File: src/sv/urip_pkg.sv
// Shared types, constants and helpers for the serial receive packetiser.
// Used by every module of the block; depends on nothing.
`timescale 1ns / 1ps

package urip_pkg;

  localparam int RX_DEPTH    = 64;
  localparam int RX_AW       = $clog2(RX_DEPTH);
  localparam int FILL_W      = $clog2(RX_DEPTH + 1);
  localparam int BURST_LEN   = 32;
  localparam int SPLIT_LEN   = 32;
  localparam int BLEN_W      = $clog2(BURST_LEN + 1);
  localparam int FULL_THRESH = 31;
  localparam int CQ_DEPTH    = 2;
  localparam int CQ_AW       = $clog2(CQ_DEPTH);
  localparam int CQ_CW       = $clog2(CQ_DEPTH + 1);

  localparam logic [7:0] TICKS_MAX        = 8'hFF;
  localparam logic [7:0] IDLE_TIMEOUT_RST = 8'd1;

  // Input kind codes
  localparam logic [1:0] KIND_BYTE = 2'd0;
  localparam logic [1:0] KIND_TICK = 2'd1;
  localparam logic [1:0] KIND_POLL = 2'd2;
  localparam logic [1:0] KIND_RESV = 2'd3;

  // Fault codes
  localparam logic [1:0] FAULT_NONE = 2'd0;
  localparam logic [1:0] FAULT_LINE = 2'd1;
  localparam logic [1:0] FAULT_OVFL = 2'd2;

  // Register index of idle_timeout
  localparam logic REG_IDLE_TIMEOUT = 1'b0;

  typedef struct packed {
    logic [1:0] kind;
    logic [7:0] rx_byte;
    logic       line_error;
  } in_item_t;

  typedef struct packed {
    logic       is_data;
    logic [7:0] data_byte;
    logic       end_of_packet;
    logic       end_of_service;
    logic [1:0] fault_code;
  } out_item_t;

  typedef struct packed {
    logic [1:0] kind;
    logic [7:0] data;
    logic       err;
  } cmd_t;

  typedef struct packed {
    logic valid;
    cmd_t cmd;
  } cmd_slot_t;

  // Bytes one flush takes from a store holding fill bytes.
  function automatic logic [BLEN_W-1:0] burst_take(input logic [FILL_W-1:0] fill);
    logic [BLEN_W-1:0] res;
    if (fill > FILL_W'(BURST_LEN)) begin
      res = BLEN_W'(BURST_LEN);
    end else begin
      res = BLEN_W'(fill);
    end
    return res;
  endfunction

endpackage

File: src/sv/urip_front.sv
// Front end: takes input words, drops the undefined kind and queues commands.
// Depends on urip_pkg.
`timescale 1ns / 1ps

module urip_front (
  input  logic                clk,
  input  logic                rst_n,
  input  logic                start,
  input  urip_pkg::in_item_t  in_data,
  output logic                busy,
  input  logic                pop,
  output urip_pkg::cmd_slot_t head
);

  urip_pkg::cmd_t                   slots_r [urip_pkg::CQ_DEPTH];
  logic [urip_pkg::CQ_AW-1:0]       wr_ptr_r, wr_ptr_nxt;
  logic [urip_pkg::CQ_AW-1:0]       rd_ptr_r, rd_ptr_nxt;
  logic [urip_pkg::CQ_CW-1:0]       cnt_r, cnt_nxt;
  logic                             push;
  logic                             do_pop;
  urip_pkg::cmd_t                   cmd_in;

  assign busy = (cnt_r == urip_pkg::CQ_CW'(urip_pkg::CQ_DEPTH));

  // A word of the undefined kind is taken and then discarded here.
  assign push   = start && !busy && (in_data.kind != urip_pkg::KIND_RESV);
  assign do_pop = pop && (cnt_r != '0);

  always_comb begin
    cmd_in.kind = in_data.kind;
    cmd_in.data = in_data.rx_byte;
    cmd_in.err  = in_data.line_error;
  end

  assign head.valid = (cnt_r != '0);
  assign head.cmd   = slots_r[rd_ptr_r];

  always_comb begin
    wr_ptr_nxt = wr_ptr_r;
    rd_ptr_nxt = rd_ptr_r;
    if (push) begin
      wr_ptr_nxt = (wr_ptr_r == urip_pkg::CQ_AW'(urip_pkg::CQ_DEPTH - 1)) ? '0 :
                   wr_ptr_r + 1'b1;
    end
    if (do_pop) begin
      rd_ptr_nxt = (rd_ptr_r == urip_pkg::CQ_AW'(urip_pkg::CQ_DEPTH - 1)) ? '0 :
                   rd_ptr_r + 1'b1;
    end
    cnt_nxt = cnt_r + urip_pkg::CQ_CW'(push) - urip_pkg::CQ_CW'(do_pop);
  end

  always_ff @(posedge clk) begin
    if (push) begin
      slots_r[wr_ptr_r] <= cmd_in;
    end
  end

  always_ff @(posedge clk) begin
    if (!rst_n) begin
      wr_ptr_r <= '0;
      rd_ptr_r <= '0;
      cnt_r    <= '0;
    end else begin
      wr_ptr_r <= wr_ptr_nxt;
      rd_ptr_r <= rd_ptr_nxt;
      cnt_r    <= cnt_nxt;
    end
  end

endmodule

File: src/sv/urip_back.sv
// Back end: receive store, idle counter, fault record and the flush sequencer.
// Depends on urip_pkg; fed by urip_front.
`timescale 1ns / 1ps

module urip_back (
  input  logic                clk,
  input  logic                rst_n,
  input  urip_pkg::cmd_slot_t head,
  output logic                pop,
  input  logic [7:0]          idle_timeout,
  output logic                out_valid,
  output urip_pkg::out_item_t out_data
);

  localparam logic ST_IDLE  = 1'b0;
  localparam logic ST_FLUSH = 1'b1;

  logic [7:0]                    rx_store_r [urip_pkg::RX_DEPTH];
  logic [7:0]                    rd_data_r;

  logic                          state_r, state_nxt;
  logic [urip_pkg::FILL_W-1:0]   fill_r, fill_nxt;
  logic [urip_pkg::RX_AW-1:0]    wp_r, wp_nxt;
  logic [urip_pkg::RX_AW-1:0]    rp_r, rp_nxt;
  logic [7:0]                    ticks_r, ticks_nxt;
  logic                          running_r, running_nxt;
  logic [1:0]                    fault_r, fault_nxt;
  logic [1:0]                    fhold_r, fhold_nxt;
  logic [urip_pkg::BLEN_W-1:0]   cur_len_r, cur_len_nxt;
  logic [urip_pkg::BLEN_W-1:0]   next_len_r, next_len_nxt;
  logic [urip_pkg::BLEN_W-1:0]   idx_r, idx_nxt;

  logic                          ov_r, ov_nxt;
  logic                          oisd_r, oisd_nxt;
  logic                          oeop_r, oeop_nxt;
  logic                          oeos_r, oeos_nxt;
  logic [1:0]                    ofc_r, ofc_nxt;

  logic                          wr_en;
  logic                          rd_en;
  logic [urip_pkg::BLEN_W-1:0]   len1, len2;
  logic [urip_pkg::FILL_W-1:0]   rem;
  logic                          timed_out;
  logic                          last;

  always_comb begin
    len1      = (fill_r > urip_pkg::FILL_W'(urip_pkg::FULL_THRESH)) ?
                urip_pkg::burst_take(fill_r) : '0;
    rem       = fill_r - urip_pkg::FILL_W'(len1);
    timed_out = (ticks_r > idle_timeout);
    len2      = timed_out ? urip_pkg::burst_take(rem) : '0;
    last      = (idx_r == cur_len_r - 1'b1);
  end

  always_comb begin
    state_nxt    = state_r;
    fill_nxt     = fill_r;
    wp_nxt       = wp_r;
    rp_nxt       = rp_r;
    ticks_nxt    = ticks_r;
    running_nxt  = running_r;
    fault_nxt    = fault_r;
    fhold_nxt    = fhold_r;
    cur_len_nxt  = cur_len_r;
    next_len_nxt = next_len_r;
    idx_nxt      = idx_r;
    ov_nxt       = 1'b0;
    oisd_nxt     = 1'b0;
    oeop_nxt     = 1'b0;
    oeos_nxt     = 1'b0;
    ofc_nxt      = urip_pkg::FAULT_NONE;
    pop          = 1'b0;
    wr_en        = 1'b0;
    rd_en        = 1'b0;
    unique case (state_r)
      ST_IDLE: begin
        if (head.valid) begin
          pop = 1'b1;
          unique case (head.cmd.kind)
            urip_pkg::KIND_BYTE: begin
              if (head.cmd.err) begin
                fault_nxt = urip_pkg::FAULT_LINE;
              end else if (fill_r < urip_pkg::FILL_W'(urip_pkg::RX_DEPTH)) begin
                wr_en       = 1'b1;
                wp_nxt      = (wp_r == urip_pkg::RX_AW'(urip_pkg::RX_DEPTH - 1)) ? '0 :
                              wp_r + 1'b1;
                fill_nxt    = fill_r + 1'b1;
                running_nxt = 1'b1;
                ticks_nxt   = '0;
              end else begin
                fault_nxt = urip_pkg::FAULT_OVFL;
              end
            end
            urip_pkg::KIND_TICK: begin
              if (running_r && (ticks_r != urip_pkg::TICKS_MAX)) begin
                ticks_nxt = ticks_r + 1'b1;
              end
            end
            urip_pkg::KIND_POLL: begin
              fill_nxt  = rem - urip_pkg::FILL_W'(len2);
              fault_nxt = urip_pkg::FAULT_NONE;
              if (timed_out) begin
                running_nxt = 1'b0;
              end
              if ((len1 == '0) && (len2 == '0)) begin
                // Nothing to flush: a status-only word closes the service.
                ov_nxt   = 1'b1;
                oeos_nxt = 1'b1;
                ofc_nxt  = fault_r;
              end else begin
                fhold_nxt    = fault_r;
                cur_len_nxt  = (len1 != '0) ? len1 : len2;
                next_len_nxt = (len1 != '0) ? len2 : '0;
                idx_nxt      = '0;
                state_nxt    = ST_FLUSH;
              end
            end
            default: begin
            end
          endcase
        end
      end
      ST_FLUSH: begin
        rd_en    = 1'b1;
        rp_nxt   = (rp_r == urip_pkg::RX_AW'(urip_pkg::RX_DEPTH - 1)) ? '0 : rp_r + 1'b1;
        ov_nxt   = 1'b1;
        oisd_nxt = 1'b1;
        // A flush of exactly the split length closes a packet half way through.
        oeop_nxt = last ||
                   ((cur_len_r == urip_pkg::BLEN_W'(urip_pkg::SPLIT_LEN)) &&
                    (idx_r == urip_pkg::BLEN_W'(urip_pkg::SPLIT_LEN / 2 - 1)));
        oeos_nxt = last && (next_len_r == '0);
        ofc_nxt  = (last && (next_len_r == '0)) ? fhold_r : urip_pkg::FAULT_NONE;
        if (last) begin
          if (next_len_r != '0) begin
            cur_len_nxt  = next_len_r;
            next_len_nxt = '0;
            idx_nxt      = '0;
          end else begin
            state_nxt = ST_IDLE;
          end
        end else begin
          idx_nxt = idx_r + 1'b1;
        end
      end
      default: begin
        state_nxt = ST_IDLE;
      end
    endcase
  end

  always_ff @(posedge clk) begin
    if (wr_en) begin
      rx_store_r[wp_r] <= head.cmd.data;
    end
    if (rd_en) begin
      rd_data_r <= rx_store_r[rp_r];
    end
  end

  always_ff @(posedge clk) begin
    if (!rst_n) begin
      state_r    <= ST_IDLE;
      fill_r     <= '0;
      wp_r       <= '0;
      rp_r       <= '0;
      ticks_r    <= '0;
      running_r  <= 1'b0;
      fault_r    <= urip_pkg::FAULT_NONE;
      fhold_r    <= urip_pkg::FAULT_NONE;
      cur_len_r  <= '0;
      next_len_r <= '0;
      idx_r      <= '0;
      ov_r       <= 1'b0;
      oisd_r     <= 1'b0;
      oeop_r     <= 1'b0;
      oeos_r     <= 1'b0;
      ofc_r      <= urip_pkg::FAULT_NONE;
    end else begin
      state_r    <= state_nxt;
      fill_r     <= fill_nxt;
      wp_r       <= wp_nxt;
      rp_r       <= rp_nxt;
      ticks_r    <= ticks_nxt;
      running_r  <= running_nxt;
      fault_r    <= fault_nxt;
      fhold_r    <= fhold_nxt;
      cur_len_r  <= cur_len_nxt;
      next_len_r <= next_len_nxt;
      idx_r      <= idx_nxt;
      ov_r       <= ov_nxt;
      oisd_r     <= oisd_nxt;
      oeop_r     <= oeop_nxt;
      oeos_r     <= oeos_nxt;
      ofc_r      <= ofc_nxt;
    end
  end

  assign out_valid               = ov_r;
  assign out_data.is_data        = oisd_r;
  assign out_data.data_byte      = oisd_r ? rd_data_r : 8'd0;
  assign out_data.end_of_packet  = oeop_r;
  assign out_data.end_of_service = oeos_r;
  assign out_data.fault_code     = ofc_r;

endmodule

File: src/sv/uart_rx_idle_packetizer.sv
// Top level of the serial receive packetiser: register port, front and back.
// Depends on urip_pkg, urip_front and urip_back.
//
//   channel  | handshake              | payload
//   ---------+------------------------+---------------------------
//   input    | start / busy           | in_data  (urip_pkg::in_item_t)
//   result   | out_valid strobe       | out_data (urip_pkg::out_item_t)
//   config   | psel/penable/pwrite    | paddr, pwdata, prdata
//
// A received byte or a timer tick is handled by the back end while it is idle.
// A service poll is planned in the idle state and then flushes one byte per
// cycle (up to 64), paced by the single read port of the receive store; a poll
// that flushes nothing gives its status word in the cycle after planning. Words
// wait in a two-entry command queue; busy is high while it is full. Reset clears
// all control state at once; the store contents are undefined until written.
// Results cannot be stalled by the receiver.
`timescale 1ns / 1ps

module uart_rx_idle_packetizer (
  input  logic                clk,
  input  logic                rst_n,
  input  logic                start,
  input  urip_pkg::in_item_t  in_data,
  output logic                busy,
  output logic                out_valid,
  output urip_pkg::out_item_t out_data,
  input  logic                psel,
  input  logic                penable,
  input  logic                pwrite,
  input  logic [2:0]          paddr,
  input  logic [31:0]         pwdata,
  output logic [31:0]         prdata,
  output logic                pready
);

  logic [7:0]          idle_timeout_r;
  logic                cfg_wr;
  logic                pop;
  urip_pkg::cmd_slot_t head;

  assign pready = 1'b1;
  assign cfg_wr = psel && penable && pwrite && pready;

  always_ff @(posedge clk) begin
    if (!rst_n) begin
      idle_timeout_r <= urip_pkg::IDLE_TIMEOUT_RST;
    end else if (cfg_wr && (paddr[2] == urip_pkg::REG_IDLE_TIMEOUT)) begin
      idle_timeout_r <= pwdata[7:0];
    end
  end

  assign prdata = (paddr[2] == urip_pkg::REG_IDLE_TIMEOUT) ? {24'd0, idle_timeout_r} : 32'd0;

  urip_front u_front (
    .clk     (clk),
    .rst_n   (rst_n),
    .start   (start),
    .in_data (in_data),
    .busy    (busy),
    .pop     (pop),
    .head    (head)
  );

  urip_back u_back (
    .clk          (clk),
    .rst_n        (rst_n),
    .head         (head),
    .pop          (pop),
    .idle_timeout (idle_timeout_r),
    .out_valid    (out_valid),
    .out_data     (out_data)
  );

endmodule

File: config.mk
export PLATFORM = sky130hd
export DESIGN_NAME = uart_rx_idle_packetizer
export DESIGN_NICKNAME = d
export VERILOG_FILES = /design/src/sv/urip_pkg.sv /design/src/sv/urip_front.sv /design/src/sv/urip_back.sv /design/src/sv/uart_rx_idle_packetizer.sv
export SDC_FILE = /design/constraint.sdc
export NUM_CORES = 1
export LEC_CHECK = 0
export ABC_AREA = 1
export BUFFER_PORTS_ARGS = -buffer_cell sky130_fd_sc_hd__buf_4
export CAP_MARGIN = 25
export CORE_ASPECT_RATIO = 0.5
export CORE_MARGIN = 4
export CORE_UTILIZATION = 25
export CTS_BUF_LIST = sky130_fd_sc_hd__clkbuf_8 sky130_fd_sc_hd__clkbuf_16
export DETAILED_ROUTE_END_ITERATION = 16
export PLACE_DENSITY = 0.45
export SETUP_SLACK_MARGIN = 0.4
export SLEW_MARGIN = 15
export SYNTH_ARGS = -nofsm -noshare
export SYNTH_HDL_FRONTEND = slang
export SYNTH_SLANG_ARGS = --single-unit
File: constraint.sdc
create_clock -name clk -period 4.7 [get_ports clk]
set_clock_uncertainty 0.05 [all_clocks]
set_input_delay 0.94 -clock clk [delete_from_list [all_inputs] [get_ports clk]]
set_output_delay 0.94 -clock clk [all_outputs]
set_load 0.01 [all_outputs]
==> out/results.txt, run 1 <==
Crit Path Category - reg -> reg
fill cell count - 10600
CTS Sinks - 612
fraction of power spent switching nets - 30.6%
Tot GR Track Use - 12.9%
Layout Nets - 2459
Switching Power - 0.00431 W
Chip Width - 463 µm
fraction of the core area covered by cells at the end of the flow - 29.4%
count of routing violations after the opening detailed-route iteration - 1250
core box area - 103000 µm²
count of warnings emitted by yosys - 0
placer congestion estimate - 0.798
Worst setup EP type - flop
Max Fclk - 247 MHz
full die area - 109000 µm²
number of cells on the worst reg-to-reg path - 28
transition time at the pin with the least slew margin - 0.988 ns
number of global-route vias before repair - 17100
worst hold slack - 0.398 ns
post-synthesis cell count - 2291
mean area per synthesized cell - 11.3 µm²
Tcrit/Tclk final - 86.3%
setup violation total in the final timing report - 0
Total Routed Length - 72.8 mm
antenna diode instance count - 0
netlist area before placement - 25900 µm²
multi-input combinational cell area - 7250 µm²
drt via density - 4.62
RR Endpoint - u_back.fill_r[6]
total congestion overflow after global routing - 0
worst slew margin relative to its limit - 34.0%
register bit count reported by yosys - 612
leakage power - 10.4 nW
max-cap viol count - 0
leading cell type in the layout, fill and taps excluded - sky130_fd_sc_hd__edfxtp_1
RSZ-0062 raised after global routing - false
share of synthesized flip-flops with an asynchronous set or reset - 0%
arrival time of data at the critical path endpoint - 4.55 ns
Max IR drop VDD - 0.307 mV
Largest stage delay, worst path - 0.48 ns
detailed-routed wire length on met3 - 2.69 mm
Worst Hold Class - reg -> reg
Final TNS setup - 0 ns
Routed wire per std cell - 19.2 µm
via count - 17500
first-pass GRT wire length - 109 mm
sequential share of power - 47.2%
Logic pwr share - 20.2%
number of placement rows - 83
later-pin clock latency in the skew report - 0.65 ns
total routed wire length on the met1 layer - 33.9 mm
Seq/Total Area, Yosys - 68.3%
worst reg2reg startpoint - u_back.fill_r[0]
routed wire length on met2 - 35.0 mm
Root Driver - sky130_fd_sc_hd__clkbuf_16
launch point of the worst hold path - u_front.rd_ptr_r
remaining number of nets flagged by the antenna check after routing - 0
antenna violations before repair - 1
Critical Path Slowest Stage Cell - sky130_fd_sc_hd__fa_2
most frequent cells in the layout - sky130_fd_sc_hd__edfxtp_1, sky130_fd_sc_hd__nor2_1, sky130_fd_sc_hd__o21ai_0
clk buf depth - 3
Slew Limit Fails - 0
num ports - 100
effective utilization at floorplan - 25.2%
register area - 17700 µm²
Worst R2R Setup Slack - 0.64 ns
worst-path fanout max - 5
ys flop type - sky130_fd_sc_hd__edfxtp_1
number of buffers inserted during clock tree synthesis - 61
hold path cells - 1
number of distinct library cells after synthesis - 47
power density over the cells - 467 nW/µm²
maximum number of pins on one net before global-route repair - 141
number of port buffers - 48
total iterations of the first detailed-routing run - 5
run status - finished clean
Layout area overhead - 16.5%
HPWL Detailed - 43.3 mm
number of H-tree levels - 2
number of flops mapped to enable cells by yosys - 542
floorplan die height - 236 µm
required time worst endpoint - 5.19 ns
clock transition time at the flip-flop clock pins of the worst setup and hold paths - 0.06 ns
clock tree from TritonCTS - built
number of buffers inserted by hold repair at cts - 0
Final Hold Violating Endpoints - 0
type of origin of the critical path - flop
share of total power in the clock network - 32.6%
# DRC - 0
internal power - 0.00978 W
uppermost layer routed - met4
minimum clock period - 4.06 ns
fraction of final layout cells with drive strength greater than 1 - 12.5%
==> power groups by stage <==
stage          clock network (W)  registers [W]  logic, W
2_1_floorplan                  0        0.00675   0.00171
6_report                 0.00460        0.00664   0.00285
3_5_place_dp                   0        0.00676   0.00273
3_3_place_gp                   0        0.00676   0.00271
5_1_grt                  0.00495        0.00666   0.00319
4_1_cts                  0.00474        0.00664   0.00276
==> cell usage after synthesis, types with 2 or more instances <==
library cell / count / area share [%]
sky130_fd_sc_hd__nand3_2: 8 / 0.31
sky130_fd_sc_hd__buf_4: 29 / 0.84
sky130_fd_sc_hd__buf_1: 6 / 0.087
sky130_fd_sc_hd__o211ai_1: 16 / 0.46
sky130_fd_sc_hd__o21ai_0: 289 / 5.6
sky130_fd_sc_hd__nor3_1: 6 / 0.12
sky130_fd_sc_hd__clkbuf_1: 95 / 1.4
sky130_fd_sc_hd__ha_1: 29 / 1.4
sky130_fd_sc_hd__a21o_1: 2 / 0.058
sky130_fd_sc_hd__dfxtp_1: 70 / 5.4
sky130_fd_sc_hd__nand4_1: 30 / 0.73
sky130_fd_sc_hd__inv_2: 7 / 0.10
sky130_fd_sc_hd__nor4_1: 2 / 0.048
sky130_fd_sc_hd__xnor2_1: 4 / 0.14
sky130_fd_sc_hd__o221ai_1: 50 / 1.7
sky130_fd_sc_hd__o21ai_2: 2 / 0.068
sky130_fd_sc_hd__a211oi_1: 3 / 0.087
sky130_fd_sc_hd__nand3b_1: 7 / 0.20
sky130_fd_sc_hd__a21oi_1: 66 / 1.3
sky130_fd_sc_hd__inv_1: 121 / 1.8
sky130_fd_sc_hd__nor2_1: 394 / 5.7
sky130_fd_sc_hd__nand3_1: 108 / 2.1
sky130_fd_sc_hd__xor2_1: 13 / 0.44
sky130_fd_sc_hd__clkinv_1: 3 / 0.044
sky130_fd_sc_hd__edfxtp_1: 542 / 63
sky130_fd_sc_hd__fa_1: 2 / 0.15
sky130_fd_sc_hd__nand2_2: 8 / 0.19
sky130_fd_sc_hd__buf_2: 17 / 0.33
sky130_fd_sc_hd__nand2_1: 260 / 3.8
sky130_fd_sc_hd__conb_1: 2 / 0.029
sky130_fd_sc_hd__a31oi_1: 5 / 0.12
sky130_fd_sc_hd__o22ai_1: 77 / 1.9
sky130_fd_sc_hd__nor2_2: 4 / 0.097
==> worst max-delay path by stage <==
stage	start	endpoint	slack, ns	cells past startpoint
2_1_floorplan	u_back.fill_r[1]	u_back.fill_r[5]	0.65	25
3_3_place_gp	u_back.fill_r[2]	u_back.fill_r[6]	0.29	28
3_5_place_dp	u_back.fill_r[2]	u_back.fill_r[6]	0.27	28
4_1_cts	u_back.fill_r[2]	u_back.fill_r[5]	0.45	25
5_1_grt	u_back.fill_r[2]	u_back.fill_r[6]	0.36	28
6_report	u_back.fill_r[0]	u_back.fill_r[6]	0.64	28
==> worst max-delay path: cells and delay by family (launching register included) <==
family / cells / cell delay [ns]
adders and majority gates: 4 / 1.14
and+or+nand+nor: 14 / 1.23
buffers and inverters: 6 / 0.51
DFF: 1 / 0.34
AOI/OAI and AO/OA: 4 / 0.70
==> flip-flops by register name, indices dropped and copies added, names as in the netlist, 2 cells and up, named ones only <==
name / count
u_back.rd_data_r: 8
u_back.ofc_r: 2
idle_timeout_r: 8
u_back.ticks_r: 8
u_back.idx_r: 6
u_back.rx_store_r: 512
u_front.slots_r: 22
u_back.fault_r: 2
u_back.wp_r: 6
u_back.next_len_r: 6
u_back.fhold_r: 2
u_back.rp_r: 6
u_front.cnt_r: 2
u_back.fill_r: 7
u_back.cur_len_r: 6
==> cell families after synthesis <==
family | after synthesis | share of synthesized area (%)
AOI/OAI and AO/OA | 517 | 11.5
xor gates and xnor gates | 17 | 0.575
adders and majority gates | 31 | 1.56
buffers and inverters | 279 | 4.58
DFF | 612 | 68.3
other | 2 | 0.0290
and+or+nand+nor | 833 | 13.5
==> final cells by class <==
cell class | instances | area share (%)
Sequential cell | 612 | 58.7
Multi-Input combinational cell | 1423 | 24.1
Tap cell | 1360 | 5.64
Clock buffer | 62 | 5.11
Timing Repair Buffer | 147 | 3.86
Inverter | 131 | 1.66
Clock inverter | 49 | 1.02
==> timing repair <==
action,CTS,global route
buffers inserted,0,6
pin swaps,0,10
gates resized for setup,8,29
setup endpoints to repair,3,5
endpoints found under the hold margin,0,0
==> through the flow <==
stage	cell area [µm²]	setup slack, ns	total power (W)	std cells
CTS	30000	0.452	0.0141	3776
detailed placement	28100	0.270	0.00949	3665
global route	30200	0.363	0.0148	3784
finish	30200	0.644	0.0141	3784
floorplan	26000	0.652	0.00846	2314
global placement	28100	0.288	0.00947	3664
==> metal layers <==
| metal | vias up | GRT usage (%) |
|---|---|---|
| li1 | 8324 | - |
| met1 | 8765 | 17.6 |
| met2 | 309 | 21.9 |
| met3 | 85 | 1.48 |
| met4 | 0 | 2.93 |
| met5 | - | 0 |
No activity file was read; power rests on OpenSTA's default activity.
==> run 2: changes to the inputs <==
==> constraint.sdc (replaced) <==
create_clock -name clk -period 4 [get_ports clk]
set_clock_uncertainty 0.05 [all_clocks]
set_input_delay 0.8 -clock clk [delete_from_list [all_inputs] [get_ports clk]]
set_output_delay 0.8 -clock clk [all_outputs]
set_load 0.01 [all_outputs]
==> out/results.txt, run 2 (synthesized netlist as in run 1, its figures left out) <==
standard cell area after detailed placement - 28500 µm² (was 28100 µm²)
count of routing violations after the opening detailed-route iteration - 1312 (was 1250)
Layout Nets - 2540 (was 2459)
transition time at the pin with the least slew margin - 0.981 ns (was 0.988 ns)
Final Hold Violating Endpoints - 0 (unchanged)
total iterations of the first detailed-routing run - 5 (unchanged)
worst-path fanout max - 4 (was 5)
worst slew margin relative to its limit - 34.4% (was 34.0%)
fill cell count - 10500 (was 10600)
Total Routed Length - 74.3 mm (was 72.8 mm)
number of buffers inserted during clock tree synthesis - 66 (was 61)
number of cells on the worst reg-to-reg path - 31 (was 28)
num ports - 100 (unchanged)
drt via density - 4.63 (was 4.62)
HPWL Detailed - 44.8 mm (was 43.3 mm)
Chip Width - 463 µm (unchanged)
Max IR drop VDD - 0.318 mV (was 0.307 mV)
RR Endpoint - u_back.fill_r[5] (was u_back.fill_r[6])
leakage power - 11.0 nW (was 10.4 nW)
power density over the cells - 569 nW/µm² (was 467 nW/µm²)
Critical Path Slowest Stage Cell - sky130_fd_sc_hd__dfxtp_4 (was sky130_fd_sc_hd__fa_2)
effective utilization at floorplan - 25.2% (unchanged)
cell repeated most along the worst path - sky130_fd_sc_hd__buf_6
max-cap viol count - 0 (unchanged)
leading cell type in the layout, fill and taps excluded - sky130_fd_sc_hd__edfxtp_1 (unchanged)
type of origin of the critical path - flop (unchanged)
clk buf depth - 3 (unchanged)
Crit Path Category - reg -> reg (unchanged)
clock transition time at the flip-flop clock pins of the worst setup and hold paths - 0.06 ns (about the same)
required time worst endpoint - 4.46 ns (was 5.19 ns)
Tot GR Track Use - 13.2% (was 12.9%)
minimum clock period - 4.02 ns (was 4.06 ns)
register area - 17700 µm² (about the same)
number of port buffers - 48 (unchanged)
arrival time of data at the critical path endpoint - 4.48 ns (was 4.55 ns)
maximum number of pins on one net before global-route repair - 142 (was 141)
Layout area overhead - 21.5% (was 16.5%)
Design Area, Final - 31400 µm² (was 30200 µm²)
worst setup path startpoint - u_back.fill_r[1] (was u_back.fill_r[0])
most frequent cells in the layout - sky130_fd_sc_hd__edfxtp_1, sky130_fd_sc_hd__nor2_1, sky130_fd_sc_hd__o21ai_0 (unchanged)
run status - complete, but fails checks (was finished clean)
Worst setup EP type - flop (unchanged)
later-pin clock latency in the skew report - 0.60 ns (was 0.65 ns)
number of placement rows - 83 (unchanged)
register bank with the most flops - u_back.rx_store_r (unchanged)
full die area - 109000 µm² (unchanged)
violated checks - setup timing
endpoint of the most critical setup path - u_back.fill_r[5] (was u_back.fill_r[6])
CTS Sinks - 612 (unchanged)
# DRC - 0 (unchanged)
Root Driver - sky130_fd_sc_hd__clkbuf_16 (unchanged)
via count - 17900 (was 17500)
clock tree from TritonCTS - built (unchanged)
multi-input combinational cell area - 7480 µm² (was 7250 µm²)
registers with the most flip-flops - u_back.rx_store_r (512), u_front.slots_r (22) (unchanged)
Max Fclk - 249 MHz (was 247 MHz)
worst reg2reg startpoint - u_back.fill_r[1] (was u_back.fill_r[0])
RSZ-0062 raised after global routing - true (was false)
Slew Limit Fails - 0 (unchanged)
Largest stage delay, worst path - 0.40 ns (was 0.48 ns)
total congestion overflow after global routing - 0 (unchanged)
Worst Hold Class - in -> reg (was reg -> reg)
Routed wire per std cell - 19.2 µm (about the same)
fraction of final layout cells with drive strength greater than 1 - 17.3% (was 12.5%)
number of global-route vias before repair - 17400 (was 17100)
antenna violations before repair - 0 (was 1)
slack of the critical path - -0.0200 ns (was 0.644 ns)
remaining number of nets flagged by the antenna check after routing - 0 (unchanged)
core box area - 103000 µm² (unchanged)
setup violation total in the final timing report - 1 (was 0)
first-pass GRT wire length - 111 mm (was 109 mm)
placer congestion estimate - 0.794 (was 0.798)
number of H-tree levels - 3 (was 2)
Tcrit/Tclk final - 100% (was 86.3%)
Largest register FFs - 512 (unchanged)
Worst R2R Setup Slack - -0.02 ns (was 0.64 ns)
worst hold slack - 0.334 ns (was 0.398 ns)
floorplan die height - 236 µm (unchanged)
[run 2: changes by cell type in the layout (fill, tap and decap cells not counted), moves of 8 or more]
cell and change:
sky130_fd_sc_hd__buf_4 +50, sky130_fd_sc_hd__nand3_1 -8, sky130_fd_sc_hd__buf_6 +22, sky130_fd_sc_hd__inv_1 -15
[run 2: timing repair]
item                                    CTS  global route
endpoints found under the setup margin    6            31
buffers inserted                         43             9
endpoints found under the hold margin     0             0
hold buffers                              0             0
pin swaps                                31            19
gates resized for setup                  38            40
[run 2: layout make-up]
| class | count | area share (%) |
|---|---|---|
| clock buffers | 71 | 5.54 |
| well taps | 1360 | 5.41 |
| clock inverters | 48 | 1.36 |
| inverters | 131 | 1.60 |
| flip-flops and latches | 612 | 56.3 |
| repair buffers | 223 | 6.01 |
| diodes | 1 | 0.00796 |
| multi-input cells | 1423 | 23.8 |
[run 2: worst max-delay path, delay by kind of cell (launching register included)]
kind | cells | cell delay [ns]
XOR/XNOR | 1 | 0.15
buffers and inverters | 24 | 2.65
AND/OR/NAND/NOR | 3 | 0.30
AO/OA/AOI/OAI | 3 | 0.40
flip-flops | 1 | 0.40
[run 2: per-layer routing]
metal  global-route usage [%]  vias up  part of all wire [%]  wire length, µm
li1                         -     8505                     -                -
met1                     18.2     8924                    47            34700
met2                     21.9      374                    47            35000
met3                     1.91      105                   4.0             2960
met4                     3.47        0                   2.2             1670
met5                        0        -                     0                0
[run 2: worst min path at each step]
stage / from / end / depth (start not counted) / slack [ns]
6_report: in_data[5] / u_front.slots_r[1][5] / 1 / 0.33
2_1_floorplan: u_front.rd_ptr_r / flop / 1 / 0.38
4_1_cts: in_data[5] / u_front.slots_r[1][5] / 1 / 0.29
3_3_place_gp: u_front.rd_ptr_r / u_front.rd_ptr_r / 1 / 0.39
5_1_grt: in_data[5] / u_front.slots_r[0][5] / 1 / 0.30
3_5_place_dp: u_front.rd_ptr_r / u_front.rd_ptr_r / 1 / 0.40
[run 2: through the flow]
step	TNS [ns]	setup WS [ns]	util, %	instances	total power (W)
3_5_place_dp	0	0.00915	27.8	3695	0.0114
3_3_place_gp	-0.0377	-0.0377	27.7	3691	0.0114
2_1_floorplan	0	0.284	-	2314	0.0100
5_1_grt	-0.268	-0.142	30.6	3868	0.0187
6_report	-0.0200	-0.0200	30.6	3869	0.0179
4_1_cts	0	0.124	30.3	3857	0.0178
[run 2: where the power goes]
| group | internal (W) | total, W | switching [W] |
|---|---|---|---|
| combinational | 0.00122 | 0.00392 | 0.00270 |
| sequential | 0.00770 | 0.00779 | 0.0000889 |
| clock | 0.00361 | 0.00618 | 0.00257 |
| total | 0.0125 | 0.0179 | 0.00536 |
==> run 3: changes to the inputs <==
--- a/config.mk
+++ b/config.mk
@@ -13,6 +13,7 @@
 export CORE_UTILIZATION = 25
 export CTS_BUF_LIST = sky130_fd_sc_hd__clkbuf_8 sky130_fd_sc_hd__clkbuf_16
 export DETAILED_ROUTE_END_ITERATION = 16
+export GPL_TIMING_DRIVEN = 0
 export PLACE_DENSITY = 0.45
 export SETUP_SLACK_MARGIN = 0.4
 export SLEW_MARGIN = 15
==> out/results.txt, run 3 (synthesized netlist as in run 1, its figures left out) <==
Slew Limit Fails - 0 (unchanged)
Design Area, Final - 31500 µm² (was 31400 µm²)
standard cell area after detailed placement - 28400 µm² (was 28500 µm²)
number of H-tree levels - 3 (unchanged)
leading cell type in the layout, fill and taps excluded - sky130_fd_sc_hd__edfxtp_1 (unchanged)
placer congestion estimate - 0.828 (was 0.794)
Largest register FFs - 512 (unchanged)
share of total power in the clock network - 32.6% (was 34.5%)
CTS Sinks - 612 (unchanged)
Largest stage delay, worst path - 0.46 ns (was 0.40 ns)
floorplan die height - 236 µm (unchanged)
worst setup path startpoint - u_back.fill_r[0] (was u_back.fill_r[1])
Routed wire per std cell - 22.9 µm (was 19.2 µm)
Crit Path Category - reg -> reg (unchanged)
arrival time of data at the critical path endpoint - 4.47 ns (was 4.48 ns)
max-cap viol count - 0 (unchanged)
Max IR drop VDD - 0.347 mV (was 0.318 mV)
hold path cells - 1 (unchanged)
number of global-route vias before repair - 18000 (was 17400)
Tcrit/Tclk final - 100% (about the same)
worst hold slack - 0.328 ns (was 0.334 ns)
minimum clock period - 4.01 ns (was 4.02 ns)
setup violation total in the final timing report - 2 (was 1)
full die area - 109000 µm² (unchanged)
number of buffers inserted during clock tree synthesis - 66 (unchanged)
Worst Hold Class - in -> reg (unchanged)
worst slew margin relative to its limit - 24.5% (was 34.4%)
RSZ-0062 raised after global routing - true (unchanged)
Critical Path, Cell by Cell - nand3_4 -> nor2_4 -> nand2_4 -> o21ai_4 -> inv_4 -> nor3_4 -> ha_2 -> inv_2 -> fa_2 -> nand2_2 -> nand3_2 -> nand2_2 -> nand4_1 -> nor2_2 -> ha_2 -> inv_2 -> fa_2 -> a31oi_4 -> inv_2 -> nand2_2 -> buf_4 -> nand3_2 -> a221oi_2
worst reg2reg startpoint - u_back.fill_r[0] (was u_back.fill_r[1])
clk buf depth - 3 (unchanged)
total iterations of the first detailed-routing run - 5 (unchanged)
count of routing violations after the opening detailed-route iteration - 1997 (was 1312)
required time worst endpoint - 4.46 ns (about the same)
Layout Nets - 2590 (was 2540)
Final TNS setup - -0.0230 ns (was -0.0200 ns)
register area - 17700 µm² (about the same)
drt via density - 4.84 (was 4.63)
fill cell count - 10500 (about the same)
core box area - 103000 µm² (unchanged)
Chip Width - 463 µm (unchanged)
global routing usage on met3 - 2.68% (was 1.91%)
number of placement rows - 83 (unchanged)
number of port buffers - 47 (was 48)
post-route total power - 0.0183 W (was 0.0179 W)
effective utilization at floorplan - 25.2% (unchanged)
number of cells on the worst reg-to-reg path - 23 (was 31)
Switching Power - 0.00577 W (was 0.00536 W)
Top Usage Layer GRT - met2 (unchanged)
type of origin of the critical path - flop (unchanged)
registers with the most flip-flops - u_back.rx_store_r (512), u_front.slots_r (22) (unchanged)
first-pass GRT wire length - 128 mm (was 111 mm)
Worst setup EP type - flop (unchanged)
# DRC - 0 (unchanged)
power density over the cells - 582 nW/µm² (was 569 nW/µm²)
run status - complete, but fails checks (unchanged)
later-pin clock latency in the skew report - 0.62 ns (was 0.60 ns)
Tot GR Track Use - 15.9% (was 13.2%)
Final Hold Violating Endpoints - 0 (unchanged)
fraction of power spent switching nets - 31.5% (was 30.0%)
HPWL Detailed - 59.7 mm (was 44.8 mm)
via count - 18900 (was 17900)
violated checks - setup timing (unchanged)
Global Route met1 Usage - 22.0% (was 18.2%)
remaining number of nets flagged by the antenna check after routing - 0 (unchanged)
Total Routed Length - 89.8 mm (was 74.3 mm)
maximum number of pins on one net before global-route repair - 65 (was 142)
most frequent cells in the layout - sky130_fd_sc_hd__edfxtp_1, sky130_fd_sc_hd__nor2_1, sky130_fd_sc_hd__o21ai_0 (unchanged)
clock transition time at the flip-flop clock pins of the worst setup and hold paths - 0.06 ns (about the same)
Layout area overhead - 21.7% (was 21.5%)
fraction of final layout cells with drive strength greater than 1 - 16.8% (was 17.3%)
leakage power - 10.9 nW (was 11.0 nW)
sequential share of power - 42.6% (was 43.6%)
worst-path fanout max - 3 (was 4)
transition time at the pin with the least slew margin - 1.13 ns (was 0.981 ns)
launch point of the worst hold path - in_data[7] (was in_data[5])
register bank with the most flops - u_back.rx_store_r (unchanged)
slack of the critical path - -0.0118 ns (was -0.0200 ns)
antenna violations before repair - 4 (was 0)
Root Driver - sky130_fd_sc_hd__clkbuf_16 (unchanged)
Max Fclk - 249 MHz (about the same)
num ports - 100 (unchanged)
Critical Path Slowest Stage Cell - sky130_fd_sc_hd__fa_2 (was sky130_fd_sc_hd__dfxtp_4)
GR Layer Usage met2 - 25.5% (was 21.9%)
clock tree from TritonCTS - built (unchanged)
multi-input combinational cell area - 7750 µm² (was 7480 µm²)
internal power - 0.0126 W (was 0.0125 W)
Logic pwr share - 24.8% (was 21.9%)
total congestion overflow after global routing - 0 (unchanged)
-- run 3: cell count changes in the layout (fill, tap and decap cells not counted), sizes merged --
cell      before  now
buf          223  176
clkbuf        71  171
diode          1    2
inv          138  151
bufinv         7    3
clkinvlp       3    1
nand3        117  118
clkinv        31   17
-- run 3: cell type report --
type | count | share of cell area [%]
antenna | 2 | 0.0159
sequential | 612 | 56.2
clock inverter | 41 | 0.909
tap | 1360 | 5.40
multi-input combinational | 1424 | 24.6
clock buffer | 75 | 5.67
inverter | 131 | 1.58
buffer | 148 | 2.21
timing repair buffer | 124 | 3.47
-- run 3: final timing paths --
path	endpoint	slack [ns]
max	u_back.fill_r[4]	-0.01
min	u_front.slots_r[1][7]	0.33
max reg2reg	u_back.fill_r[4]	-0.01
min reg2reg	u_front.rd_ptr_r	0.40
-- run 3: repair_timing --
item / 4_1_cts / 5_1_grt
pin swaps: 33 / 43
endpoints found under the setup margin: 40 / 121
resized for setup: 46 / 99
hold buffers: 0 / 0
setup buffers: 38 / 16
gates cloned: 0 / 2
-- run 3: power groups by stage --
stage / Clock, W / Combinational (W) / Sequential [W]
finish: 0.00598 / 0.00454 / 0.00781
CTS: 0.00608 / 0.00402 / 0.00781
detailed placement: 0 / 0.00361 / 0.00793
global placement: 0 / 0.00343 / 0.00804
floorplan: 0 / 0.00210 / 0.00793
global route: 0.00636 / 0.00490 / 0.00782
-- run 3: per-stage QoR --
stage                     utilization [%]  setup WS (ns)  std cells
after global placement               27.4         -0.477       3721
after global routing                 30.7         -0.249       3915
after floorplan                         -          0.284       2314
final                                30.7        -0.0118       3917
after CTS                            30.2          0.156       3890
after detailed placement             27.7         -0.491       3736
-- run 3: critical path: cells and delay by family, from the launching register on --
family / cells / cell delay [ns]
compound gates: 3 / 0.64
flops: 1 / 0.40
buf+inv: 5 / 0.33
simple gates: 11 / 1.26
fa+ha+maj: 4 / 1.28
-- run 3: metal layers --
metal	vias up	part of all wire [%]
met5	-	0
met4	0	3.3
met1	9471	44
met3	145	6.7
met2	715	46
li1	8612	-
